## config.mk

```make
export PLATFORM = sky130hd
export DESIGN_NAME = ycrgb_convert
export DESIGN_NICKNAME = d
export VERILOG_FILES = /design/src/hdl/ycrgb_pkg.sv /design/src/hdl/ycrgb_convert.sv
export SDC_FILE = /design/constraint.sdc
export NUM_CORES = 2
export LEC_CHECK = 0
export BUFFER_PORTS_ARGS = -buffer_cell sky130_fd_sc_hd__buf_2
export CAP_MARGIN = 20
export CORE_AREA = 5 5 327 249
export CTS_CLUSTER_DIAMETER = 30
export CTS_CLUSTER_SIZE = 30
export DETAILED_ROUTE_END_ITERATION = 12
export DIE_AREA = 0 0 332 254
export PLACE_DENSITY = 0.71
export SYNTH_ARGS = -nofsm -noshare
export SYNTH_HDL_FRONTEND = slang
export SYNTH_SLANG_ARGS = --single-unit
export TNS_END_PERCENT = 30
```

## constraint.sdc

```tcl
create_clock -name clock -period 11.5 [get_ports clock]
set_input_delay 2.3 -clock clock [delete_from_list [all_inputs] [get_ports clock]]
set_output_delay 2.3 -clock clock [all_outputs]
set_load 0.02 [all_outputs]
```

## src/hdl/ycrgb_pkg.sv

```systemverilog
`timescale 1ns / 1ps

package ycrgb_pkg;

   // register map, one 32-bit word per register
   localparam int CSR_AW = 5;
   localparam logic [2:0] REG_SUBSAMPLING_MODE = 3'd0;
   localparam logic [2:0] REG_LINE_WIDTH       = 3'd1;
   localparam logic [2:0] REG_FRAME_HEIGHT     = 3'd2;
   localparam logic [2:0] REG_SAMPLE_PRECISION = 3'd3;
   localparam logic [2:0] REG_ODD_START_COLUMN = 3'd4;
   localparam logic [2:0] REG_ODD_START_ROW    = 3'd5;

   localparam logic [1:0] MODE_444  = 2'd0;
   localparam logic [1:0] MODE_422  = 2'd1;
   localparam logic [1:0] MODE_420  = 2'd2;
   localparam logic [1:0] MODE_RSVD = 2'd3;

   // q16 conversion coefficients
   localparam logic signed [17:0] COEF_R_CR = 18'sd91881;
   localparam logic signed [17:0] COEF_G_CB = 18'sd22544;
   localparam logic signed [17:0] COEF_G_CR = 18'sd46793;
   localparam logic signed [17:0] COEF_B_CB = 18'sd116130;

   localparam int OUTQ_DEPTH = 8;
   localparam int OUTQ_AW    = $clog2(OUTQ_DEPTH);
   localparam int OUTQ_CW    = $clog2(OUTQ_DEPTH + 1);

   typedef struct packed {
      logic [1:0]  subsampling_mode;
      logic [12:0] line_width;
      logic [15:0] frame_height;
      logic [4:0]  sample_precision;
      logic        odd_start_column;
      logic        odd_start_row;
   } cfg_type;

   typedef struct packed {
      logic [15:0] luma;
      logic [15:0] blue_diff;
      logic [15:0] red_diff;
   } req_payload_type;

   typedef struct packed {
      logic [15:0] red;
      logic [15:0] green;
      logic [15:0] blue;
      logic        chroma_taken;
      logic        frame_end;
   } rsp_payload_type;

   // pixel with its resolved chroma pair
   typedef struct packed {
      logic [15:0] luma;
      logic [15:0] cb;
      logic [15:0] cr;
      logic        taken;
      logic        frame_end;
   } pix_type;

endpackage

```

## src/hdl/ycrgb_convert.sv

```systemverilog
`timescale 1ns / 1ps

module ycrgb_convert #(
   parameter int MAX_PRECISION = 16
) (
   input  logic                       clock,
   input  logic                       reset,
   input  ycrgb_pkg::cfg_type         cfg,
   input  logic                       in_valid,
   input  ycrgb_pkg::pix_type         in_pix,
   output logic                       out_valid,
   output ycrgb_pkg::rsp_payload_type out_data
);

   localparam int LAT = 4;

   function automatic logic signed [19:0] trunc_q16(input logic signed [35:0] v);
      logic signed [35:0] adj;
      adj = v + (v[35] ? 36'sd65535 : 36'sd0);
      return adj[35:16];
   endfunction

   function automatic logic [15:0] clamp_out(input logic signed [20:0] s,
                                             input logic [15:0] top);
      logic [15:0] r;
      if (s[20]) begin
         r = 16'd0;
      end else if (s[19:0] > {4'd0, top}) begin
         r = top;
      end else begin
         r = s[15:0];
      end
      return r;
   endfunction

   logic [4:0]  p_eff;
   logic [16:0] top_w;
   logic [15:0] top;
   logic [15:0] off;

   logic [LAT-1:0] valid_ff;

   logic [15:0]        y_a_ff, y_b_ff, y_c_ff, y_d_ff;
   logic [1:0]         flag_a_ff, flag_b_ff, flag_c_ff, flag_d_ff;
   logic signed [17:0] cb_a_ff, cr_a_ff;
   logic signed [35:0] prod_r_ff, prod_gb_ff, prod_gr_ff, prod_b_ff;
   logic signed [35:0] sum_r_ff, sum_g_ff, sum_b_ff;
   logic signed [19:0] t_r_ff, t_g_ff, t_b_ff;
   logic signed [20:0] y_s, r_s, g_s, b_s;

   always_comb begin
      if (cfg.sample_precision == 5'd0) begin
         p_eff = 5'd1;
      end else if (cfg.sample_precision > 5'(MAX_PRECISION)) begin
         p_eff = 5'(MAX_PRECISION);
      end else begin
         p_eff = cfg.sample_precision;
      end
      top_w = (17'd1 << p_eff) - 17'd1;
      top   = top_w[15:0];
      off   = 16'(17'd1 << (p_eff - 5'd1));
   end

   always_ff @(posedge clock) begin
      if (reset) begin
         valid_ff <= '0;
      end else begin
         valid_ff <= {valid_ff[LAT-2:0], in_valid};
      end
   end

   // a: center chroma, b: multiply, c: sum, d: truncate
   always_ff @(posedge clock) begin
      y_a_ff    <= in_pix.luma;
      flag_a_ff <= {in_pix.taken, in_pix.frame_end};
      cb_a_ff   <= $signed({2'b00, in_pix.cb}) - $signed({2'b00, off});
      cr_a_ff   <= $signed({2'b00, in_pix.cr}) - $signed({2'b00, off});

      y_b_ff     <= y_a_ff;
      flag_b_ff  <= flag_a_ff;
      prod_r_ff  <= cr_a_ff * ycrgb_pkg::COEF_R_CR;
      prod_gb_ff <= cb_a_ff * ycrgb_pkg::COEF_G_CB;
      prod_gr_ff <= cr_a_ff * ycrgb_pkg::COEF_G_CR;
      prod_b_ff  <= cb_a_ff * ycrgb_pkg::COEF_B_CB;

      y_c_ff    <= y_b_ff;
      flag_c_ff <= flag_b_ff;
      sum_r_ff  <= prod_r_ff;
      sum_g_ff  <= prod_gb_ff + prod_gr_ff;
      sum_b_ff  <= prod_b_ff;

      y_d_ff    <= y_c_ff;
      flag_d_ff <= flag_c_ff;
      t_r_ff    <= trunc_q16(sum_r_ff);
      t_g_ff    <= trunc_q16(sum_g_ff);
      t_b_ff    <= trunc_q16(sum_b_ff);
   end

   always_comb begin
      y_s = $signed({5'd0, y_d_ff});
      r_s = y_s + {t_r_ff[19], t_r_ff};
      g_s = y_s - {t_g_ff[19], t_g_ff};
      b_s = y_s + {t_b_ff[19], t_b_ff};
   end

   assign out_valid             = valid_ff[LAT-1];
   assign out_data.red          = clamp_out(r_s, top);
   assign out_data.green        = clamp_out(g_s, top);
   assign out_data.blue         = clamp_out(b_s, top);
   assign out_data.chroma_taken = flag_d_ff[1];
   assign out_data.frame_end    = flag_d_ff[0];

`ifndef NO_ASSERTIONS
   a_fixed_latency: assert property (@(posedge clock) disable iff (reset)
      in_valid |-> ##4 out_valid)
      else $error("conversion pipeline lost an item");
`endif

endmodule

```

==> reports/metrics.json <==
{
  "synth.area.mux_share": 0.006194,
  "largest_net_degree_at_the_start_of_global_routing": 32,
  "ys.flop_type": "dfxtp_1",
  "placeableCoreArea_um2": 77840,
  "die_w_um": 332,
  "cts.repair.resized": 0,
  "post_synth_instance_area_um2": 34740,
  "cts_tree": "yes",
  "dp_hpwl_mm": 69.01,
  "worst_skew_pair.late_latency_ps": 650,
  "maxCapViolations": 0,
  "finalSetupViolCount": 0,
  "cts_inserted_buffers": 60,
  "antenna_found_initial": 13,
  "synth.lib_cells_used.distinct": 88,
  "wl_mm": 82.41,
  "synth_compound_area_frac": 0.1198,
  "ctsRootBufferMaster": "clkbuf_16",
  "yosysSeqAreaShare": 0.2270,
  "grt_pass1_wl_mm": 131.0,
  "synth_simple_gate_area_share": 0.09025,
  "place.port_buffers": 108,
  "rsz0062_at_grt": "no",
  "rows": 89,
  "post_drt_via_cell_ratio": 5.158,
  "setup.worst_path.end_class": "primary output",
  "cp.required_ps": 9200,
  "final_cell_mix": "inv_1 (677), ha_1 (600), dfxtp_1 (393)",
  "register_area_um2": 7889,
  "postSynthRegisterBits": 394,
  "cp.arrival_ps": 7520,
  "post-route-min-period_ps": 9819,
  "finalNonFillerCells": 4867,
  "synth_top_family_by_area": "adder cells",
  "drc": 0,
  "outcome": "finished clean",
  "io-pin-count": 142,
  "final_net_count": 4795,
  "drt_first_iter_violations": 1829,
  "clkSlewWorstSetupHoldPaths_ps": 60,
  "crit_fanout": 19,
  "hold_violation_count_in_the_final_report": 0,
  "timing_worst_setup_path_type": "primary input to primary output",
  "post_synth_xor_area_fraction": 0.06684,
  "skew_ps": 90.94,
  "mean_instance_size_in_the_synthesized_netlist_um2": 9.635,
  "multi_input_comb_area_um2": 24200,
  "placed_area_um2": 36600,
  "grt.overflow.total": 0,
  "number_of_instances_in_the_placed_design": 4748,
  "cts.path.max_buffers": 3,
  "grt.total_usage": 0.1945,
  "synth_enable_flop_cells": 0,
  "slew_limit_fails": 0,
  "dr_total_vias": 25100,
  "cts_post_setup_buffers_inserted": 0,
  "place.gp.congestion": 0.9252,
  "layout.cell_area.non_filler_um2": 38760,
  "worstMarginPinSlew_ps": 1017,
  "fillCellCount": 7020,
  "max_freq_mhz": 101.8,
  "drt-pass1-iter-count": 6,
  "overall_die_height_um": 254,
  "design.die.area_um2": 84330,
  "min_period_over_period": 0.8538,
  "syn_inst": 3606,
  "timing.critical_path.from_type": "primary input",
  "grt_pass1_vias": 24120,
  "share_of_post_route_cells_with_drive_strength_above_1": 0.07212,
  "clock_tree_sinks": 394,
  "floorplan.initialDensity": 0.4464,
  "cts_hold_buf": 0,
  "mostFrequentLayoutCell": "inv_1",
  "yosys.area_share.adder": 0.4129,
  "hold_path.class": "flip-flop to flip-flop",
  "max_slew_margin": 0.3218,
  "areaGrowthSynthToFinish_pct": 11.56,
  "postRouteAntennaNets": 0,
  "fin_tns_setup_ps": 0,
  "htree_levels": 2,
  "yosys_warnings": 0,
  "wl_per_cell_um": 16.93,
  "synthArstFlopShare": 0
}
## worst max-delay path, stage by stage
cell,delay [ps]
buf_2,200
or2_2,340
inv_1,310
nand2_1,150
ha_1,380
or3_1,420
o21ai_0,160
a22oi_1,110
ha_1,230
a21o_1,170
a21oi_1,140
nor2b_1,60
o21ai_0,160
nand2_1,90
o21a_1,170
a221o_1,260
a211oi_1,250
nor4_1,100
o31ai_2,750
nand2_1,200
o32ai_1,320
buf_2,230
## cell usage after synthesis (5+ instances only)
| cell | count | area [um^2] |
|---|---|---|
| o22ai_1 | 11 | 68.82 |
| a31oi_1 | 18 | 112.6 |
| and2_1 | 19 | 118.9 |
| o21bai_1 | 21 | 157.7 |
| nor3_1 | 40 | 200.2 |
| fa_1 | 340 | 6807 |
| a41oi_1 | 5 | 43.79 |
| o31a_1 | 6 | 52.55 |
| o2111ai_1 | 7 | 61.31 |
| o21ai_1 | 30 | 150.1 |
| or3_1 | 17 | 106.4 |
| nand3_1 | 65 | 325.3 |
| a41o_1 | 6 | 60.06 |
| nor2b_1 | 51 | 319.1 |
| nand4_1 | 27 | 168.9 |
| nand2_1 | 147 | 551.8 |
| or2_2 | 9 | 56.30 |
| mux2_1 | 5 | 56.30 |
| xnor2_1 | 181 | 1585 |
| ha_1 | 600 | 7507 |
| and3_1 | 18 | 112.6 |
| buf_2 | 5 | 25.02 |
| a21boi_0 | 11 | 82.58 |
| a311oi_1 | 5 | 43.79 |
| xor2_1 | 79 | 691.9 |
| o31ai_1 | 9 | 67.56 |
| a21oi_1 | 162 | 810.8 |
| mux2i_1 | 8 | 80.08 |
| clkbuf_1 | 20 | 75.07 |
| nand2b_1 | 40 | 250.2 |
| nor2_1 | 179 | 671.9 |
| inv_1 | 677 | 2541 |
| and4_1 | 7 | 61.31 |
| a211oi_1 | 22 | 165.2 |
| o211ai_1 | 16 | 120.1 |
| dfxtp_1 | 394 | 7888 |
| mux2_2 | 7 | 78.83 |
| o21ai_0 | 115 | 575.6 |
| a21o_1 | 71 | 533.0 |
| a211o_1 | 5 | 43.79 |
| a31o_2 | 7 | 61.31 |
| nor4_1 | 10 | 62.56 |
| o21a_1 | 53 | 397.9 |
## registers in the layout, summed over array words and instances, names as in the netlist
| register | count |
|---|---|
| flag_c_ff | 2 |
| cb_a_ff | 17 |
| prod_gb_ff | 25 |
| prod_b_ff | 34 |
| prod_gr_ff | 34 |
| flag_a_ff | 2 |
| t_b_ff | 20 |
| y_d_ff | 16 |
| flag_b_ff | 2 |
| valid_ff | 4 |
| y_b_ff | 16 |
| t_g_ff | 20 |
| y_a_ff | 16 |
| y_c_ff | 16 |
| sum_b_ff | 34 |
| prod_r_ff | 30 |
| t_r_ff | 20 |
| cr_a_ff | 17 |
| flag_d_ff | 2 |
| sum_r_ff | 31 |
| sum_g_ff | 36 |
## layer usage
metal	up-vias	share of wire	track usage
met5	-	0.00039	0
met4	6	0.015	0.03324
met3	83	0.086	0.04979
met2	693	0.41	0.2867
met1	12020	0.49	0.2918
li1	12300	-	-
## area by class of cell
| type | instances | share of cell area |
|---|---|---|
| tap | 1046 | 0.03377 |
| inverter | 677 | 0.06556 |
| multi-input combinational | 2508 | 0.6244 |
| timing repair buffer | 123 | 0.01685 |
| clock inverter | 45 | 0.01549 |
| antenna | 8 | 0.0005165 |
| clock buffer | 66 | 0.03983 |
| sequential | 394 | 0.2035 |
## logic make-up (layout without fill, tap and decap cells)
kind of cell / after synthesis / in the layout
flops: 394 / 394
simple gates: 645 / 645
buf+inv: 707 / 911
mux: 20 / 20
compound gates: 634 / 634
other cells: 1 / 12
xor+xnor: 262 / 262
fa+ha+maj: 943 / 943
## final timing paths
kind	startpoint	endpoint	slack, ps	cells past startpoint
max	cfg[5]	out_data[45]	1680	22
min	prod_b_ff[21]	sum_b_ff[21]	310	0
max reg2reg	cr_a_ff[6]	prod_r_ff[33]	3950	24
min reg2reg	prod_b_ff[21]	sum_b_ff[21]	310	0
## metrics by stage
step | setup WS (ps) | hold slack (ps) | utilization
floorplan | 2562 | 309.6 | -
global placement | 1879 | 309.7 | 0.4701
detailed placement | 1844 | 312.1 | 0.4701
CTS | 1827 | 299.1 | 0.4977
global route | 1265 | 307.6 | 0.4977
finish | 1681 | 308.0 | 0.4980
Power is left out: the tool's default activity adds up to more than one toggle a clock period on the data nets, which glitch-free logic cannot reach.
