<file path="src/hdl/ycrgb_pkg.sv">
`timescale 1ns / 1ps

package ycrgb_pkg;

   // register map, one 32-bit word per register
   localparam int CSR_AW = 5;
   localparam logic [2:0] REG_SUBSAMPLING_MODE = 3'd0;
   localparam logic [2:0] REG_LINE_WIDTH       = 3'd1;
   localparam logic [2:0] REG_FRAME_HEIGHT     = 3'd2;
   localparam logic [2:0] REG_SAMPLE_PRECISION = 3'd3;
   localparam logic [2:0] REG_ODD_START_COLUMN = 3'd4;
   localparam logic [2:0] REG_ODD_START_ROW    = 3'd5;

   localparam logic [1:0] MODE_444  = 2'd0;
   localparam logic [1:0] MODE_422  = 2'd1;
   localparam logic [1:0] MODE_420  = 2'd2;
   localparam logic [1:0] MODE_RSVD = 2'd3;

   // q16 conversion coefficients
   localparam logic signed [17:0] COEF_R_CR = 18'sd91881;
   localparam logic signed [17:0] COEF_G_CB = 18'sd22544;
   localparam logic signed [17:0] COEF_G_CR = 18'sd46793;
   localparam logic signed [17:0] COEF_B_CB = 18'sd116130;

   localparam int OUTQ_DEPTH = 8;
   localparam int OUTQ_AW    = $clog2(OUTQ_DEPTH);
   localparam int OUTQ_CW    = $clog2(OUTQ_DEPTH + 1);

   typedef struct packed {
      logic [1:0]  subsampling_mode;
      logic [12:0] line_width;
      logic [15:0] frame_height;
      logic [4:0]  sample_precision;
      logic        odd_start_column;
      logic        odd_start_row;
   } cfg_type;

   typedef struct packed {
      logic [15:0] luma;
      logic [15:0] blue_diff;
      logic [15:0] red_diff;
   } req_payload_type;

   typedef struct packed {
      logic [15:0] red;
      logic [15:0] green;
      logic [15:0] blue;
      logic        chroma_taken;
      logic        frame_end;
   } rsp_payload_type;

   // pixel with its resolved chroma pair
   typedef struct packed {
      logic [15:0] luma;
      logic [15:0] cb;
      logic [15:0] cr;
      logic        taken;
      logic        frame_end;
   } pix_type;

endpackage

</file>
<file path="src/hdl/ycrgb_csr.sv">
`timescale 1ns / 1ps

module ycrgb_csr (
   input  logic                         clock,
   input  logic                         reset,
   input  logic                         csr_psel,
   input  logic                         csr_penable,
   input  logic                         csr_pwrite,
   input  logic [ycrgb_pkg::CSR_AW-1:0] csr_paddr,
   input  logic [31:0]                  csr_pwdata,
   output logic [31:0]                  csr_prdata,
   output logic                         csr_pready,
   output ycrgb_pkg::cfg_type           cfg
);

   ycrgb_pkg::cfg_type cfg_ff, cfg_in;
   logic [2:0] reg_idx;
   logic       wr_en;

   assign reg_idx    = csr_paddr[4:2];
   assign wr_en      = csr_psel && csr_penable && csr_pwrite;
   assign csr_pready = 1'b1;
   assign cfg        = cfg_ff;

   always_comb begin
      cfg_in = cfg_ff;
      if (wr_en) begin
         case (reg_idx)
            ycrgb_pkg::REG_SUBSAMPLING_MODE: cfg_in.subsampling_mode = csr_pwdata[1:0];
            ycrgb_pkg::REG_LINE_WIDTH:       cfg_in.line_width       = csr_pwdata[12:0];
            ycrgb_pkg::REG_FRAME_HEIGHT:     cfg_in.frame_height     = csr_pwdata[15:0];
            ycrgb_pkg::REG_SAMPLE_PRECISION: cfg_in.sample_precision = csr_pwdata[4:0];
            ycrgb_pkg::REG_ODD_START_COLUMN: cfg_in.odd_start_column = csr_pwdata[0];
            ycrgb_pkg::REG_ODD_START_ROW:    cfg_in.odd_start_row    = csr_pwdata[0];
            default: cfg_in = cfg_ff;
         endcase
      end
   end

   always_comb begin
      case (reg_idx)
         ycrgb_pkg::REG_SUBSAMPLING_MODE: csr_prdata = {30'd0, cfg_ff.subsampling_mode};
         ycrgb_pkg::REG_LINE_WIDTH:       csr_prdata = {19'd0, cfg_ff.line_width};
         ycrgb_pkg::REG_FRAME_HEIGHT:     csr_prdata = {16'd0, cfg_ff.frame_height};
         ycrgb_pkg::REG_SAMPLE_PRECISION: csr_prdata = {27'd0, cfg_ff.sample_precision};
         ycrgb_pkg::REG_ODD_START_COLUMN: csr_prdata = {31'd0, cfg_ff.odd_start_column};
         ycrgb_pkg::REG_ODD_START_ROW:    csr_prdata = {31'd0, cfg_ff.odd_start_row};
         default:                         csr_prdata = 32'd0;
      endcase
   end

   always_ff @(posedge clock) begin
      if (reset) begin
         cfg_ff.subsampling_mode <= ycrgb_pkg::MODE_444;
         cfg_ff.line_width       <= 13'd1;
         cfg_ff.frame_height     <= 16'd1;
         cfg_ff.sample_precision <= 5'd8;
         cfg_ff.odd_start_column <= 1'b0;
         cfg_ff.odd_start_row    <= 1'b0;
      end else begin
         cfg_ff <= cfg_in;
      end
   end

endmodule

</file>
<file path="config.mk">
export PLATFORM = sky130hd
export DESIGN_NAME = ycrgb_csr
export DESIGN_NICKNAME = d
export VERILOG_FILES = /design/src/hdl/ycrgb_pkg.sv /design/src/hdl/ycrgb_csr.sv
export SDC_FILE = /design/constraint.sdc
export NUM_CORES = 1
export LEC_CHECK = 0
export BUFFER_PORTS_ARGS = -buffer_cell sky130_fd_sc_hd__buf_2
export CAP_MARGIN = 30
export CORE_MARGIN = 2
export CORE_UTILIZATION = 49
export CTS_BUF_LIST = sky130_fd_sc_hd__clkbuf_8
export DETAILED_ROUTE_END_ITERATION = 7
export PLACE_DENSITY = 0.84
export SETUP_SLACK_MARGIN = 0.4
export SLEW_MARGIN = 30
export SYNTH_ARGS = -nofsm -noshare
export SYNTH_HDL_FRONTEND = slang
export SYNTH_SLANG_ARGS = --single-unit
</file>
<file path="constraint.sdc">
create_clock -name clock -period 2.7 [get_ports clock]
set_input_delay 0.27 -clock clock [delete_from_list [all_inputs] [get_ports clock]]
set_output_delay 0.27 -clock clock [all_outputs]
set_load 0.01 [all_outputs]
</file>
==> out/qor.csv, run 1 <==
stage;metric;value;unit
synth;synth_area_leader_cell;dfxtp_1;
synth;synth_edf_count;0;
cells_and_area;seqCellArea;761;um2
setup_path;path_cells;buf_2 -> nor2b_1 -> buf_4 -> a22oi_1 -> nor2_1 -> buf_2;
global_route;antenna_found_initial;0;
global_route;grt_max_degree;57;
setup_path;crit_slowest_cell;nor2b_1;
timing;grt_setup_unrepaired;no;
drt;firstDrtPassIters;4;
clocking;numCtsBuffers;5;
die;die_w;68.5;um
setup_path;path_common_cell;buf_2;
place;place_congestion;0.697;
clocking;cts_tree;done;
drt;drtAntennaViolNets;0;
power;ir_worst_vdd;0.276;mV
die;coreArea;4000;um2
global_route;grt_pass1_wl;6680;um
timing;finClkSkew;0;ps
setup_path;path_class;in -> out;
timing;worst_pin_slew;655;ps
synth;synth.avg_cell_area;9.48;um2
die;die_y;68.5;um
setup_path;critical_path_required;2430;ps
cells_and_area;largest_reg_flops;38;
drt;drc;0;
cells_and_area;drive_above_1_share;33.0;%
synth;yosysMostFrequentCell;nand2b_1;
global_route;grtUsageTotal;19.2;%
cells_and_area;num_antenna_cells;0;
hold_path;min-delay-start;csr_pwdata[13];
die;num_rows;23;
synth;synth-xor-area-share;0;%
timing;hold_ws;235;ps
timing;fin_tns_setup;0;ps
power;seqPwrFrac;49.9;%
drt;wl;4370;um
clocking;path_clk_slew;80;ps
drt;via_per_inst;4.88;
clocking;post_cts.repair.setup_buffers;0;
cells_and_area;multiInputGateArea;1120;um2
drt;drtIter0Drc;90;
cells_and_area;fin_nets;326;
hold_path;whs_path_depth;3;
setup_path;cp_slowest_stage_delay;350;ps
clocking;worstSkewPairLatency;280;ps
synth;synth_common_cells;nand2b_1 (51), mux2i_1 (39), dfxtp_1 (38), buf_4 (19), nor2_1 (17);
synth;synth_fa_ha_area_share;0;%
timing;hold_viol;0;
timing;relSlewSlack;56.3;%
synth;synthCells;215;
timing;finalMaxSlewViolations;0;
run_status;status;complete, no violations;
drt;wl_per_cell;13.0;um
setup_path;rr_endpoint;cfg[23]$_SDFFE_PP1P_;
hold_path;worstHoldPathType;in -> reg;
synth;yosysSeqAreaShare;37.3;%
setup_path;end_kind;output pin;
timing;max_freq;588;MHz
power;p_sw;0.000257;W
power;p_sw_share;22.6;%
synth;synth_top_area_share;37.3;%
timing;setup_violations;0;
power;pwr-share-comb;9.5;%
setup_path;reg2reg_from;cfg[23]$_SDFFE_PP1P_;
timing;min_period;1700;ps
setup_path;reg2reg_depth;2;
die;io-pin-count;113;
global_route;overflow;0;
setup_path;r2r_slack;2060;ps
synth;synthFlopType;dfxtp_1;
clocking;clock_sinks;38;
timing;finalCritPeriodShare;63.0;%
synth;synth_area_leaders;dfxtp_1 (37%), mux2i_1 (19%), nand2b_1 (16%);
flow_run;drv_cap;0;
die;start_util;51.0;%
power;clkPwrFrac;40.6;%
power;leakage;1.27;nW
synth;synth-seq-cells;38;
setup_path;crit_family;buffers and inverters;
setup_path;critical_path_buf_inv_count;3;
setup_path;arrival;1430;ps
global_route;grt_pass1_vias;1409;
setup_path;worstSetupStartpointType;primary input;
synth;synth_top_family_by_area;simple AND/OR/NAND/NOR gates;
synth;synth-compound-area-share;5.10;%
synth;synth-simple-area-share;24.3;%
clocking;cts_hold_buf;0;
synth;async_flop_share;0;%
drt;vias;1636;
place;post-dp-hpwl;3080;um
cells_and_area;syn2layout_area_growth;20.6;%
synth;synth_warnings;0;
power;power_density;462;nW/um2
clocking;clock_path_buffers;2;
hold_path;hold_end;cfg[20]$_SDFFE_PP0P_;
clocking;cts_resized;0;
clocking;root_buffer;clkbuf_8;
synth;synth_mux_area_share;22.5;%
place;port-buffer-count;77;
synth;synth_area;2040;um2
clocking;htree_levels;2;
synth;ys_types;24;
power;power.internal;0.000879;W
setup_path;path_max_fanout;12;
cells_and_area;fillers;347;
die;dieArea;4690;um2
==> worst max path at each step <==
stage                       from  slack (ps)             end  cells after the start
floorplan           csr_paddr[3]        1330   csr_prdata[1]                      3
global placement    csr_paddr[2]         980  csr_prdata[12]                      6
detailed placement  csr_paddr[2]        1000  csr_prdata[10]                      6
CTS                 csr_paddr[2]         990  csr_prdata[12]                      6
global route        csr_paddr[2]         890  csr_prdata[12]                      6
finish              csr_paddr[2]        1000  csr_prdata[12]                      6
==> power by group through the flow <==
stage	Sequential, W	Combinational [W]	Clock [W]
floorplan	0.000582	0.0000895	0
global placement	0.000580	0.000107	0
detailed placement	0.000580	0.000108	0
CTS	0.000567	0.000109	0.000475
global route	0.000568	0.000122	0.000496
finish	0.000567	0.000107	0.000461
==> cells in the final DEF, fill, tap and decap left out <==
| cell | instances |
|---|---|
| buf_2 | 77 |
| nand2b_1 | 51 |
| mux2i_1 | 39 |
| dfxtp_1 | 38 |
| nor2_1 | 17 |
| conb_1 | 17 |
| a22oi_1 | 12 |
| clkbuf_8 | 5 |
| mux2_2 | 4 |
| nor2b_1 | 3 |
| and3b_1 | 3 |
| nand2_1 | 3 |
| buf_4 | 3 |
| nand3_1 | 2 |
| inv_1 | 2 |
| o21a_1 | 1 |
| o22ai_1 | 1 |
| mux4_2 | 1 |
| and4b_2 | 1 |
| and2_4 | 1 |
| and3_1 | 1 |
| nand2_4 | 1 |
| and4_1 | 1 |
| bufinv_16 | 1 |
==> area by class of cell <==
class	instances	area share (%)
Sequential cell	38	30.9
Timing Repair Buffer	80	16.6
Clock inverter	3	1.53
Tap cell	50	2.54
Clock buffer	5	2.80
Multi-Input combinational cell	159	45.6
==> cell families (layout without fill, tap and decap cells) <==
logic type | after synthesis | after routing
and+or+nand+nor | 84 | 84
muxes | 44 | 44
DFF | 38 | 38
buffers and inverters | 33 | 88
other | 2 | 17
AOI/OAI and AO/OA | 14 | 14
==> tightest hold or removal path, delay by kind of cell <==
kind	cells	cell delay, ps
AND/OR/NAND/NOR	1	60
multiplexers	1	60
buffers and inverters	1	90
==> stage by stage <==
step           utilization, %  total power [W]  area, um2  setup slack, ps  instances
6_report                 61.5          0.00114       2460             1000        335
3_3_place_gp             58.8         0.000687       2350              976        327
4_1_cts                  61.5          0.00115       2460              988        335
2_1_floorplan               -         0.000671       2090             1330        230
3_5_place_dp             58.8         0.000689       2350             1000        327
5_1_grt                  61.5          0.00119       2460              889        335
==> layer usage <==
layer	vias up	part of all wire (%)	GRT usage, %
met2	69	44	31.7
met4	0	1.1	5.25
met1	737	46	24.2
met3	6	8.3	6.01
li1	824	-	-
met5	-	0	0
Note: power is estimated with default switching activity, not from simulation.
==> run 2, diff against run 1 <==
CORE_UTILIZATION = 41   (was 49)
PLACE_DENSITY = 0.75   (was 0.84)
clock period = 1.4 ns   (was 2.7 ns; I/O delays follow)
==> out/qor.csv, run 2 (synthesized netlist as in run 1, its figures left out) <==
stage;metric;value;unit
timing;fin_tns_setup;-81.1;ps
hold_path;worstHoldPathType;in -> reg;
setup_path;arrival;1330;ps
power;seqPwrFrac;49.5;%
setup_path;reg2reg_from;cfg[27]$_SDFFE_PP0P_;
timing;grt_setup_unrepaired;yes;
place;port-buffer-count;77;
hold_path;min-delay-start;csr_pwdata[13];
setup_path;worstSetupStartpointType;register;
cells_and_area;largest_reg_flops;38;
cells_and_area;drive_above_1_share;56.5;%
timing;finalCritPeriodShare;105;%
cells_and_area;num_antenna_cells;0;
drt;vias;1876;
die;dieArea;5550;um2
timing;max_freq;682;MHz
die;die_w;74.5;um
drt;wl;5700;um
cells_and_area;fin_nets;374;
clocking;htree_levels;2;
global_route;grt_pass1_wl;8210;um
drt;wl_per_cell;14.2;um
clocking;worstSkewPairLatency;290;ps
place;place_congestion;0.835;
die;io-pin-count;113;
cells_and_area;post-route-util;68.2;%
setup_path;path_class;reg -> out;
flow_run;drv_cap;0;
clocking;root_buffer;clkbuf_8;
timing;setup_violations;2;
timing;fin_ws;-65.7;ps
global_route;grt_max_degree;31;
global_route;grt_pass1_vias;1691;
drt;drtIter0Drc;74;
run_status;status;complete, but fails checks;
power;p_sw_share;25.8;%
drt;drtAntennaViolNets;0;
cells_and_area;fin_cells;400;
power;clkPwrFrac;36.5;%
cells_and_area;layout_common_cells;buf_2 (57), nand2b_1 (51), buf_6 (47);
run_status;violations;negative setup slack;
setup_path;critical_path_required;1260;ps
cells_and_area;syn2layout_area_growth;59.2;%
setup_path;end_kind;output pin;
power;leakage;1.60;nW
power;p_sw;0.000571;W
timing;hold_viol;0;
global_route;grtUsageTotal;19.7;%
power;power_density;682;nW/um2
place;post-dp-hpwl;3480;um
die;coreArea;4750;um2
setup_path;path_max_fanout;2;
setup_path;crit_start;cfg[3]$_SDFFE_PP0P_;
power;power.internal;0.00164;W
die;die_y;74.5;um
timing;finalMaxSlewViolations;0;
clocking;clock_sinks;38;
clocking;clock_path_buffers;2;
drt;via_per_inst;4.69;
clocking;path_clk_slew;80;ps
drt;drc;0;
timing;hold_ws;111;ps
cells_and_area;final_common_cell;buf_2;
timing;min_period;1470;ps
clocking;cts_tree;done;
place;dp_cells;352;
power;pwr-share-comb;14.0;%
timing;finClkSkew;0;ps
clocking;numCtsBuffers;5;
die;num_rows;25;
clocking;cts_hold_buf;0;
global_route;overflow;0;
drt;firstDrtPassIters;4;
global_route;antenna_found_initial;0;
die;start_util;42.9;%
power;ir_worst_vdd;0.700;mV
==> run 2: changes by cell type in the layout (fill, tap and decap cells not counted), moves of 12 or more <==
cell / before / now
a22oi_1: 12 / 0
buf_2: 77 / 57
dfxtp_1: 38 / 10
buf_6: 0 / 47
dfxtp_2: 0 / 28
a22oi_2: 0 / 12
buf_4: 3 / 20
==> run 2: stage by stage <==
| stage | total power (W) | setup slack, ps | area (um2) |
|---|---|---|---|
| 2_1_floorplan | 0.00130 | 283 | 2140 |
| 3_3_place_gp | 0.00135 | 62.3 | 2470 |
| 3_5_place_dp | 0.00136 | 47.8 | 2470 |
| 4_1_cts | 0.00219 | -89.1 | 2960 |
| 5_1_grt | 0.00229 | -116 | 3240 |
| 6_report | 0.00221 | -65.7 | 3240 |
==> run 2: critical path, stage by stage (launching register included) <==
cell and delay, ps:
dfxtp_2 320, mux4_2 450, nor2b_4 140, buf_6 120
==> run 2: layout make-up <==
class | instances | area [um2]
Tap cell | 67 | 83.8
Timing Repair Buffer | 128 | 1040
Clock buffer | 6 | 82.6
Fill cell | 403 | 1510
Sequential cell | 38 | 796
Multi-Input combinational cell | 159 | 1220
Clock inverter | 2 | 12.5
==> run 2: worst paths after layout <==
path | end | slack (ps) | cells after the start
min reg2reg | cfg[11]$_SDFFE_PP0P_ | 490 | 2
max reg2reg | cfg[27]$_SDFFE_PP0P_ | 500 | 5
max | csr_prdata[1] | -70 | 3
min | cfg[20]$_SDFFE_PP0P_ | 110 | 3
==> run 2: metal layers <==
metal,wire [um],track usage [%],vias to the layer above,part of all wire [%]
met5,0,0,-,0
met4,67,6.55,0,1.2
met3,317,4.34,8,5.6
met2,2690,32.8,71,47
met1,2620,25.3,881,46
li1,-,-,916,-
==> run 2: what timing repair did <==
item / 4_1_cts / 5_1_grt
gates cloned: 1 / 1
setup endpoints to repair: 31 / 38
setup buffers: 18 / 20
pin swaps: 8 / 15
resized for setup: 72 / 28
==> run 2: power by group through the flow <==
stage | Sequential, W | Clock [W] | Combinational (W)
2_1_floorplan | 0.00112 | 0 | 0.000180
3_3_place_gp | 0.00112 | 0 | 0.000234
3_5_place_dp | 0.00112 | 0 | 0.000236
4_1_cts | 0.00109 | 0.000818 | 0.000274
5_1_grt | 0.00110 | 0.000862 | 0.000337
6_report | 0.00109 | 0.000807 | 0.000310
