## src/hdl/ycrgb_pkg.sv

```systemverilog
`timescale 1ns / 1ps

package ycrgb_pkg;

   // register map, one 32-bit word per register
   localparam int CSR_AW = 5;
   localparam logic [2:0] REG_SUBSAMPLING_MODE = 3'd0;
   localparam logic [2:0] REG_LINE_WIDTH       = 3'd1;
   localparam logic [2:0] REG_FRAME_HEIGHT     = 3'd2;
   localparam logic [2:0] REG_SAMPLE_PRECISION = 3'd3;
   localparam logic [2:0] REG_ODD_START_COLUMN = 3'd4;
   localparam logic [2:0] REG_ODD_START_ROW    = 3'd5;

   localparam logic [1:0] MODE_444  = 2'd0;
   localparam logic [1:0] MODE_422  = 2'd1;
   localparam logic [1:0] MODE_420  = 2'd2;
   localparam logic [1:0] MODE_RSVD = 2'd3;

   // q16 conversion coefficients
   localparam logic signed [17:0] COEF_R_CR = 18'sd91881;
   localparam logic signed [17:0] COEF_G_CB = 18'sd22544;
   localparam logic signed [17:0] COEF_G_CR = 18'sd46793;
   localparam logic signed [17:0] COEF_B_CB = 18'sd116130;

   localparam int OUTQ_DEPTH = 8;
   localparam int OUTQ_AW    = $clog2(OUTQ_DEPTH);
   localparam int OUTQ_CW    = $clog2(OUTQ_DEPTH + 1);

   typedef struct packed {
      logic [1:0]  subsampling_mode;
      logic [12:0] line_width;
      logic [15:0] frame_height;
      logic [4:0]  sample_precision;
      logic        odd_start_column;
      logic        odd_start_row;
   } cfg_type;

   typedef struct packed {
      logic [15:0] luma;
      logic [15:0] blue_diff;
      logic [15:0] red_diff;
   } req_payload_type;

   typedef struct packed {
      logic [15:0] red;
      logic [15:0] green;
      logic [15:0] blue;
      logic        chroma_taken;
      logic        frame_end;
   } rsp_payload_type;

   // pixel with its resolved chroma pair
   typedef struct packed {
      logic [15:0] luma;
      logic [15:0] cb;
      logic [15:0] cr;
      logic        taken;
      logic        frame_end;
   } pix_type;

endpackage

```

## src/hdl/ycrgb_outq.sv

```systemverilog
`timescale 1ns / 1ps

module ycrgb_outq (
   input  logic                       clock,
   input  logic                       reset,
   input  logic                       in_accept,
   input  logic                       push_valid,
   input  ycrgb_pkg::rsp_payload_type push_data,
   output logic                       out_valid,
   output ycrgb_pkg::rsp_payload_type out_data,
   input  logic                       out_stall,
   output logic                       full
);

   ycrgb_pkg::rsp_payload_type q_mem [ycrgb_pkg::OUTQ_DEPTH];

   logic [ycrgb_pkg::OUTQ_AW-1:0] wr_ptr_ff, wr_ptr_in;
   logic [ycrgb_pkg::OUTQ_AW-1:0] rd_ptr_ff, rd_ptr_in;
   logic [ycrgb_pkg::OUTQ_CW-1:0] count_ff, count_in;
   // items accepted at the input and not yet delivered
   logic [ycrgb_pkg::OUTQ_CW-1:0] occ_ff, occ_in;
   logic pop;

   assign out_valid = count_ff != '0;
   assign out_data  = q_mem[rd_ptr_ff];
   assign pop       = out_valid && !out_stall;
   assign full      = occ_ff >= ycrgb_pkg::OUTQ_CW'(ycrgb_pkg::OUTQ_DEPTH);

   always_comb begin
      wr_ptr_in = push_valid ? wr_ptr_ff + ycrgb_pkg::OUTQ_AW'(1) : wr_ptr_ff;
      rd_ptr_in = pop ? rd_ptr_ff + ycrgb_pkg::OUTQ_AW'(1) : rd_ptr_ff;
      count_in  = count_ff + ycrgb_pkg::OUTQ_CW'(push_valid) - ycrgb_pkg::OUTQ_CW'(pop);
      occ_in    = occ_ff + ycrgb_pkg::OUTQ_CW'(in_accept) - ycrgb_pkg::OUTQ_CW'(pop);
   end

   always_ff @(posedge clock) begin
      if (push_valid) begin
         q_mem[wr_ptr_ff] <= push_data;
      end
   end

   always_ff @(posedge clock) begin
      if (reset) begin
         wr_ptr_ff <= '0;
         rd_ptr_ff <= '0;
         count_ff  <= '0;
         occ_ff    <= '0;
      end else begin
         wr_ptr_ff <= wr_ptr_in;
         rd_ptr_ff <= rd_ptr_in;
         count_ff  <= count_in;
         occ_ff    <= occ_in;
      end
   end

`ifndef NO_ASSERTIONS
   a_no_overflow: assert property (@(posedge clock) disable iff (reset)
      push_valid |-> count_ff < ycrgb_pkg::OUTQ_CW'(ycrgb_pkg::OUTQ_DEPTH))
      else $error("output queue overflow");

   a_count_in_credit: assert property (@(posedge clock) disable iff (reset)
      count_ff <= occ_ff)
      else $error("queued items exceed items in flight");
`endif

endmodule

```

## config.mk

```make
export PLATFORM = sky130hd
export DESIGN_NAME = ycrgb_outq
export DESIGN_NICKNAME = d
export VERILOG_FILES = /design/src/hdl/ycrgb_pkg.sv /design/src/hdl/ycrgb_outq.sv
export SDC_FILE = /design/constraint.sdc
export NUM_CORES = 1
export LEC_CHECK = 0
export BUFFER_PORTS_ARGS = -buffer_cell sky130_fd_sc_hd__clkbuf_2
export CORE_MARGIN = 2
export CORE_UTILIZATION = 25
export CTS_BUF_LIST = sky130_fd_sc_hd__clkbuf_16
export CTS_CLUSTER_DIAMETER = 50
export DETAILED_ROUTE_END_ITERATION = 16
export GPL_ROUTABILITY_DRIVEN = 0
export PLACE_DENSITY = 0.37
export RECOVER_POWER = 25
export SLEW_MARGIN = 20
export SYNTH_ARGS = -nofsm -noshare
export SYNTH_HDL_FRONTEND = slang
export SYNTH_SLANG_ARGS = --single-unit
```

## constraint.sdc

```tcl
create_clock -name clock -period 7 [get_ports clock]
set_input_delay 1.4 -clock clock [delete_from_list [all_inputs] [get_ports clock]]
set_output_delay 1.4 -clock clock [all_outputs]
set_load 0.01 [all_outputs]
```

==> results of run 1 <==
-- worst paths after layout --
check,to,slack (ns),from,cells past startpoint
max,out_data[48],2.53,flop,4
min,flop,0.52,rd_ptr_ff[1],2
max reg2reg,q_mem[7][12],4.49,wr_ptr_ff[0],3
min reg2reg,flop,0.52,rd_ptr_ff[1],2
-- report_power, final --
part | internal [mW] | switching (mW) | total, mW
registers | 2.82 | 0.0692 | 2.89
clock network | 1.69 | 1.03 | 2.72
logic | 0.365 | 0.373 | 0.738
total | 4.88 | 1.47 | 6.35
-- flip-flops by register name (all words and copies together), names as in the netlist, named ones only --
register   cells
count_ff       4
occ_ff         4
q_mem        400
rd_ptr_ff      3
wr_ptr_ff      3
-- routing by layer --
layer / wire length [µm] / track usage [%] / up-vias / share of wire [%]
met2: 17900 / 17.9 / 135 / 49
met1: 16500 / 14.4 / 3839 / 45
met4: 819 / 3.34 / 6 / 2.2
met5: 39 / 0 / - / 0.11
met3: 1590 / 2.75 / 67 / 4.3
li1: - / - / 3249 / -
-- layout by cell type (no fill, tap or decap), types with 2 or more instances in the layout --
cell	n
a21o_1	2
a21oi_1	9
a31o_2	2
buf_4	13
bufinv_16	6
clkbuf_1	31
clkbuf_16	57
clkbuf_2	75
clkinv_1	5
clkinv_2	9
clkinvlp_4	3
dfxtp_1	14
dfxtp_4	3
edfxtp_1	400
fa_1	2
ha_1	10
inv_1	23
inv_6	3
inv_8	2
mux2_2	51
mux4_1	100
nand2_1	3
nand2b_1	5
nor2_1	10
nor2_4	6
nor2b_1	3
nor3_1	2
nor3_2	2
o21ai_0	3
or3_1	2
xnor2_1	2
xor2_1	3
-- cell families (layout without fill, tap and decap cells) --
logic type / count (synthesis) / in the layout / synth area share [%]
flops: 417 / 417 / 75.8
buf+inv: 42 / 229 / 1.48
mux: 152 / 152 / 19.7
compound gates: 16 / 16 / 0.568
fa+ha+maj: 12 / 12 / 1.01
xor+xnor: 5 / 5 / 0.269
simple gates: 36 / 36 / 1.11
-- layout make-up --
class                           instances  area, µm²  share of cell area [%]
Timing Repair Buffer                  120        609                    3.10
Inverter                               11       41.3                   0.210
Sequential cell                       417      12400                    63.0
Multi-Input combinational cell        221       3750                    19.1
Clock buffer                           57       1430                    7.27
Tap cell                              855       1070                    5.45
Clock inverter                         41        369                    1.88
-- critical path, stage by stage (launching register included) --
cell	delay (ns)
dfxtp_4	0.92
buf_12	0.45
mux4_1	0.62
mux2_2	0.30
clkbuf_2	0.13
-- stage by stage --
stage	area (µm²)	cells	hold WS, ns	utilization (%)	worst slack [ns]
after floorplan	16300	680	0.480	-	1.57
after global routing	19600	1722	0.524	30.4	2.31
after detailed placement	17900	1624	0.502	27.7	3.01
after global placement	17900	1624	0.483	27.7	2.99
final	19600	1722	0.518	30.4	2.53
after CTS	19700	1722	0.510	30.5	2.37
==> qor.csv, run 1 <==
stage;metric;value;unit
run_status;status;finished clean;
floorplan;die_h;259;µm
clock_tree;clock_tree.root_cell;clkbuf_16;
floorplan;die_x;259;µm
layout;nFillCells;6308;
floorplan;rows;93;
logic_synthesis;syn_area_per_cell;24.0;µm²
clock_tree;cts_tree;built;
pwr;worst_ir_drop_vdd;0.000164;V
detailed_routing;wl_per_cell;21.4;µm
logic_synthesis;syn-num-nets;747;
global_route;overflow;0;
clock_tree;clock_path_buffers;3;
placed_design;port_buffers;106;
floorplan;die_area;67200;µm²
clock_tree;cts_hold_buf;0;
setup_path;worstPathArrival;3.07;ns
layout;diodes;0;
floorplan;start_util;25.3;%
logic_synthesis;synth_area;16300;µm²
global_route;grt_pass1_wl;53000;µm
global_route;grt_usage;11.0;%
setup_path;critPathKind;reg2out;
timing;fin_crit;4.47;ns
logic_synthesis;netlist_top_cells_count;400 x edfxtp_1, 100 x mux4_1, 51 x mux2_2;
logic_synthesis;synth_top_area_share;73.7;%
timing;relSlewSlack;38.3;%
floorplan;pin_count;107;
clock_tree;clk_latency;0.58;ns
global_route;grt_max_degree;60;
hold_path;hp-class;reg2reg;
logic_synthesis;synth_flop_cell;edfxtp_1;
logic_synthesis;yosys_register_bits;417;
timing;fin_tns_setup;0;ns
detailed_routing;postRouteAntennaNets;0;
layout;drive_gt1_share;27.2;%
detailed_routing;via_per_inst;4.24;
detailed_routing;drt-initial-drc-count;363;
pwr;power;6.35;mW
global_route;antenna_found_initial;3;
logic_synthesis;synthDistinctLibCells;27;
timing;grt_setup_unrepaired;false;
global_route;grt_pass1_vias;7739;
timing;hold_violations;0;
logic_synthesis;synth-edff-count;400;
run;cap_violations;0;
floorplan;core;64500;µm²
logic_synthesis;yosysWarnings;0;
detailed_routing;vias;7296;
setup_path;crit_fanout;55;
setup_path;setup.worst_path.start_class;flop;
timing;finalCritPeriodShare;63.8;%
setup_path;endpoint_kind;output port;
logic_synthesis;synth_most_common_cell;edfxtp_1;
pwr;pwr_density_cell;323;nW/µm²
clock_tree;cts.repair.resized;0;
layout;syn_to_final_growth;20.5;%
clock_tree;htreeDepth;2;
layout;nets;892;
logic_synthesis;ys_seq_area_share;75.8;%
timing;max_freq;224;MHz
timing;finalSetupViolCount;0;
clock_tree;cts_inserted_buffers;54;
pwr;p_leak;6.39;nW
timing;tightest_slew;0.924;ns
timing;finalClockSkew;0.00770;ns
logic_synthesis;ys_async_sr_fraction;0;%
timing;drv_slew;0;
logic_synthesis;ys_top_cells_by_area;edfxtp_1 74%, mux4_1 16%, mux2_2 3.5%, dfxtp_1 2.1%, ha_1 0.77%;
clock_tree;clock-sinks;417;
setup_path;worstPathRequired;5.60;ns
clock_tree;post-cts-setup-buffers;0;
detailed_routing;firstDrtPassIters;4;
clock_tree;path_clk_slew;0.05;ns
logic_synthesis;netlist_instances;680;
detailed_routing;drcViolationCount;0;
placed_design;place_hpwl;19500;µm
logic_synthesis;synth_top_area_cell;edfxtp_1;
detailed_routing;totalWireLength;36900;µm
(Power assumes the default switching activity.)
==> run 2, diff against run 1 <==
clock period = 4.5 ns   (was 7 ns; I/O delays follow)
==> run 2 against run 1 <==
Net effect:
- sequential cell count unchanged
- worst setup slack got worse by 1.7 ns
- utilization increased by 0.38 points
- critical endpoint is now out_data[18]
==> qor.csv, run 2 (synthesized netlist as in run 1, its figures left out) <==
stage;metric;value;unit;change
setup_path;ff2ff_setup_slack;2.20;ns;-2.29 ns
layout;drive_gt1_share;27.5;%;+0.24 points
setup_path;crit_fanout;29;;-47%
floorplan;start_util;25.3;%;unchanged
clock_tree;clk_latency;0.59;ns;about the same
layout;final_common_cell;edfxtp_1;;
placed_design;place_hpwl;20100;µm;+3.5%
placed_design;dp_cells;1635;;+0.68%
timing;fin_crit;3.66;ns;
layout;multi_input_area;3760;µm²;+0.33%
floorplan;rows;93;;unchanged
clock_tree;htreeDepth;2;;unchanged
hold_path;whs_path_depth;2;;unchanged
layout;seq_area;12400;µm²;unchanged
layout;largest_reg_flops;400;;unchanged
detailed_routing;dr_wl_met2;17600;µm;-1.5%
floorplan;core;64500;µm²;unchanged
clock_tree;post-cts-setup-buffers;0;;unchanged
setup_path;cp_slowest_cell;dfxtp_4;;
pwr;pwr_density_cell;510;nW/µm²;+58%
floorplan;die_x;259;µm;unchanged
setup_path;worstPathArrival;2.76;ns;-0.31 ns
timing;tightest_slew;0.740;ns;-0.184 ns
timing;max_freq;273;MHz;
setup_path;worstPathRequired;3.60;ns;-2.00 ns
detailed_routing;wl_met3;1830;µm;+15%
layout;largest_register;q_mem;;
placed_design;port_buffers;106;;unchanged
global_route;overflow;0;;unchanged
layout;reg_top3;q_mem: 400 flops, count_ff: 4 flops, occ_ff: 4 flops;;
hold_path;hp-start;rd_ptr_ff[2];;
setup_path;reg2reg_depth;9;;+6
clock_tree;clock_tree.root_cell;clkbuf_16;;
detailed_routing;totalWireLength;37500;µm;+1.6%
clock_tree;cts_tree;built;;
setup_path;r2r-start;count_ff[2];;
global_route;antenna_found_initial;4;;+1
pwr;worst_ir_drop_vdd;0.000267;V;+63%
detailed_routing;firstDrtPassIters;4;;unchanged
setup_path;cp_cell_sequence;buf_4, mux4_1, mux2_2, clkbuf_2;;
detailed_routing;wl_per_cell;21.5;µm;+0.53%
layout;finalNonFillerCells;1741;;+1.1%
pwr;power;10.1;mW;+60%
setup_path;worst_r2r_endpoint;occ_ff[3];;
setup_path;setup.worst_path.start_class;flop;;
setup_path;critPathKind;reg2out;;
global_route;grt_pass1_vias;7890;;+2.0%
detailed_routing;postRouteAntennaNets;0;;unchanged
timing;drv_slew;0;;unchanged
global_route;grt_pass1_wl;54100;µm;+2.1%
timing;fin_tns_setup;0;ns;unchanged
detailed_routing;drt-initial-drc-count;493;;+36%
floorplan;die_h;259;µm;unchanged
layout;nFillCells;6254;;-0.86%
floorplan;pin_count;107;;unchanged
global_route;grt_usage;11.2;%;+0.21 points
pwr;p_leak;6.51;nW;+1.8%
timing;grt_setup_unrepaired;false;;
clock_tree;clock-sinks;417;;unchanged
clock_tree;path_clk_slew;0.05;ns;about the same
run_status;status;finished clean;;
clock_tree;cts.repair.resized;0;;unchanged
setup_path;path_delay_family;multiplexers;;
timing;relSlewSlack;50.7;%;+12 points
detailed_routing;vias;7404;;+1.5%
clock_tree;clock_path_buffers;3;;unchanged
clock_tree;cts_inserted_buffers;59;;+9.3%
layout;final_cell_mix;400 x edfxtp_1, 100 x mux4_1, 73 x clkbuf_2, 61 x clkbuf_16, 51 x mux2_2;;
detailed_routing;wl_met1;17100;µm;+3.7%
layout;nets;908;;+1.8%
detailed_routing;drcViolationCount;0;;unchanged
global_route;grt_max_degree;47;;-22%
run;cap_violations;0;;unchanged
clock_tree;cts_hold_buf;0;;unchanged
timing;finalClockSkew;0.0178;ns;+0.0101 ns
detailed_routing;via_per_inst;4.25;;+0.37%
setup_path;endpoint_kind;output port;;
setup_path;cp_num_buf_inv;2;;unchanged
layout;syn_to_final_growth;22.0;%;
floorplan;die_area;67200;µm²;unchanged
setup_path;cp_slowest_stage_delay;0.72;ns;-0.20 ns
hold_path;hp-class;reg2reg;;
placed_design;place_ws;1.38;ns;-1.63 ns
timing;finalCritPeriodShare;81.4;%;
detailed_routing;routed.top_layer;met5;;
timing;hold_violations;0;;unchanged
timing;finalSetupViolCount;0;;unchanged
timing;setup_ws;0.837;ns;-1.70 ns
run 2: cell types whose count changed in the layout (fill, tap and decap cells not counted), sizes merged:
cell      change
clkbuf        +4
buf          +11
inv           +2
diode         +1
bufinv        +1
clkinv        +1
clkinvlp      -1
run 2: through the flow:
step	util, %	cell area (µm²)	hold slack [ns]
after floorplan	-	16300	0.480
after global placement	27.9	18000	0.492
after detailed placement	27.9	18000	0.498
after CTS	30.9	19900	0.506
after global routing	30.8	19900	0.558
final	30.8	19900	0.507
run 2: tightest hold or removal path, delay by kind of cell, from the launching register on:
| kind | cells | cell delay, ns |
|---|---|---|
| AO/OA/AOI/OAI | 2 | 0.17 |
| flip-flops | 1 | 0.30 |
run 2: worst max-delay path by stage:
stage,startpoint,endpoint,slack (ns),cells past startpoint
after global routing,flop,out_data[17],0.68,4
after CTS,flop,out_data[18],0.73,4
final,flop,out_data[18],0.84,4
after floorplan,push_valid,q_mem[2][0],0.92,2
after detailed placement,flop,out_data[34],1.38,4
after global placement,flop,out_data[17],1.38,4
run 2: metal layers:
layer | vias to the layer above | global-route usage [%]
met5 | - | 0
met1 | 3894 | 15.0
met4 | 6 | 3.48
met2 | 135 | 17.7
met3 | 74 | 2.97
li1 | 3295 | -
run 2: power by group:
group	switching, mW	internal, mW	total (mW)
sequential	0.113	4.39	4.51
clock	1.63	2.83	4.46
combinational	0.591	0.582	1.17
run 2: layout make-up:
cell class / count / area share, %
tap: 855 / 5.38
clock buffer: 61 / 7.68
antenna: 1 / 0.0126
timing repair buffer: 131 / 3.60
sequential: 417 / 62.2
multi-input combinational: 221 / 18.9
inverter: 11 / 0.208
clock inverter: 44 / 1.98
==> run 3, diff against run 2 <==
clock period = 3.7 ns   (was 4.5 ns; I/O delays follow)
==> run 3 against run 2 <==
Net effect:
- critical path depth stayed put
- sequential share of layout area is 0.59 points higher
- final area is 0.94% lower
- clock-buffer cell count is 5 lower
- worst setup slack worse by 0.35 ns
- global-route usage hardly changed
- critical path type unchanged
- combinational power is 25% higher
- via count is 1.3% lower
- clock power is 12% higher
- final cell count is 0.40% lower
- sequential cell count stayed put
- register-to-register slack worse by 0.84 ns
==> qor.csv, run 3 (synthesized netlist as in run 1, its figures left out) <==
stage;metric;value;unit;change
run_status;status;finished clean;;
pwr;p_leak;6.40;nW;-1.7%
global_route;overflow;0;;unchanged
detailed_routing;firstDrtPassIters;6;;+2
pwr;pwr_density_cell;605;nW/µm²;+19%
run;cap_violations;0;;unchanged
floorplan;pin_count;107;;unchanged
layout;finalNonFillerCells;1734;;-0.40%
global_route;antenna_found_initial;3;;-1
timing;tightest_slew;0.771;ns;+0.0313 ns
setup_path;critPathKind;reg2out;;
timing;relSlewSlack;48.6;%;-2.1 points
clock_tree;cts_inserted_buffers;55;;-6.8%
setup_path;setup.worst_path.start_class;flop;;
layout;nFillCells;6290;;+0.58%
global_route;grt_pass1_vias;7852;;-0.48%
clock_tree;cts.repair.resized;0;;unchanged
floorplan;core;64500;µm²;unchanged
setup_path;crit_fanout;60;;+110%
layout;nets;900;;-0.88%
timing;max_freq;312;MHz;
timing;finalSetupViolCount;0;;unchanged
timing;finalHoldWorstSlack;0.440;ns;-0.0672 ns
timing;drv_slew;0;;unchanged
clock_tree;post-cts-setup-buffers;0;;unchanged
timing;finalCritPeriodShare;86.7;%;
layout;reg_top3;q_mem: 400 flops, count_ff: 4 flops, occ_ff: 4 flops;;
detailed_routing;totalWireLength;37400;µm;-0.23%
clock_tree;clock-sinks;417;;unchanged
timing;grt_setup_unrepaired;false;;
timing;fin_tns_setup;0;ns;unchanged
clock_tree;cts_tree;built;;
detailed_routing;drcViolationCount;0;;unchanged
layout;seq_area;12400;µm²;unchanged
global_route;grt_max_degree;61;;+30%
clock_tree;clk_latency;0.59;ns;about the same
placed_design;dp_cells;1631;;-0.24%
placed_design;placed_cell_area;18000;µm²;about the same
hold_path;hp-class;in2reg;;
floorplan;rows;93;;unchanged
floorplan;start_util;25.3;%;unchanged
layout;fin_util;30.5;%;-0.29 points
detailed_routing;drt-initial-drc-count;426;;-14%
pwr;worst_ir_drop_vdd;0.000325;V;+22%
layout;multi_input_area;3760;µm²;unchanged
timing;hold_violations;0;;unchanged
detailed_routing;via_per_inst;4.22;;-0.86%
detailed_routing;postRouteAntennaNets;0;;unchanged
global_route;grt_pass1_wl;54300;µm;+0.29%
layout;stdcell_area;19700;µm²;-0.94%
timing;fin_crit;3.21;ns;
setup_path;worstPathArrival;2.47;ns;-0.29 ns
timing;finalClockSkew;0.00723;ns;-0.0106 ns
clock_tree;clock_tree.root_cell;clkbuf_16;;
setup_path;worstPathRequired;2.96;ns;-0.64 ns
clock_tree;htreeDepth;2;;unchanged
floorplan;die_area;67200;µm²;unchanged
layout;drive_gt1_share;27.4;%;-0.040 points
placed_design;port_buffers;106;;unchanged
clock_tree;cts_hold_buf;0;;unchanged
global_route;grt_usage;11.2;%;+0.043 points
floorplan;die_x;259;µm;unchanged
clock_tree;path_clk_slew;0.06;ns;about the same
floorplan;die_h;259;µm;unchanged
detailed_routing;vias;7311;;-1.3%
layout;largest_register;q_mem;;
layout;final_cell_mix;400 x edfxtp_1, 100 x mux4_1, 74 x clkbuf_2, 56 x clkbuf_16, 51 x mux2_2;;
layout;syn_to_final_growth;20.9;%;
layout;diodes;0;;-1
setup_path;endpoint_kind;output port;;
clock_tree;clock_path_buffers;3;;unchanged
layout;largest_reg_flops;400;;unchanged
layout;final_common_cell;edfxtp_1;;
placed_design;place_hpwl;19800;µm;-1.5%
detailed_routing;wl_per_cell;21.6;µm;+0.18%
run 3: report_power, final:
group | internal (mW) | total, mW | switching [mW] | leakage, nW
logic | 0.710 | 1.46 | 0.751 | 1.73
registers | 5.34 | 5.45 | 0.106 | 3.78
clock network | 2.98 | 5.01 | 2.03 | 0.891
total | 9.03 | 11.9 | 2.89 | 6.40
run 3: per-layer routing:
layer,routed length [µm],track usage [%],up-vias
li1,-,-,3270
met1,16900,14.7,3837
met2,17900,18.2,135
met3,1860,3.07,63
met4,672,3.14,6
met5,48,0,-
run 3: final cells by class:
type,instances,share of cell area (%)
Clock inverter,47,1.79
Timing Repair Buffer,127,3.55
Sequential cell,417,62.8
Tap cell,855,5.43
Clock buffer,56,7.12
Multi-Input combinational cell,221,19.1
Inverter,11,0.210
run 3: worst paths after layout:
check	slack [ns]	depth (start not counted)	to	from
setup / recovery	0.49	4	out_data[43]	flop
hold / removal	0.44	1	q_mem[6][45]	push_data[45]
setup reg to reg	1.36	9	occ_ff[3]	count_ff[2]
hold reg to reg	0.50	2	flop	rd_ptr_ff[2]
run 3: per-stage QoR:
| step | total power, mW | worst slack [ns] |
|---|---|---|
| detailed placement | 7.07 | 1.07 |
| global placement | 7.07 | 1.07 |
| global route | 12.5 | 0.391 |
| finish | 11.9 | 0.491 |
| CTS | 12.2 | 0.415 |
| floorplan | 6.49 | 0.275 |
run 3: worst max-delay path, stage by stage, from the launching register on:
cell and delay, ns:
dfxtp_4 0.37, buf_12 0.38, mux4_1 0.61, mux2_2 0.34, clkbuf_2 0.15
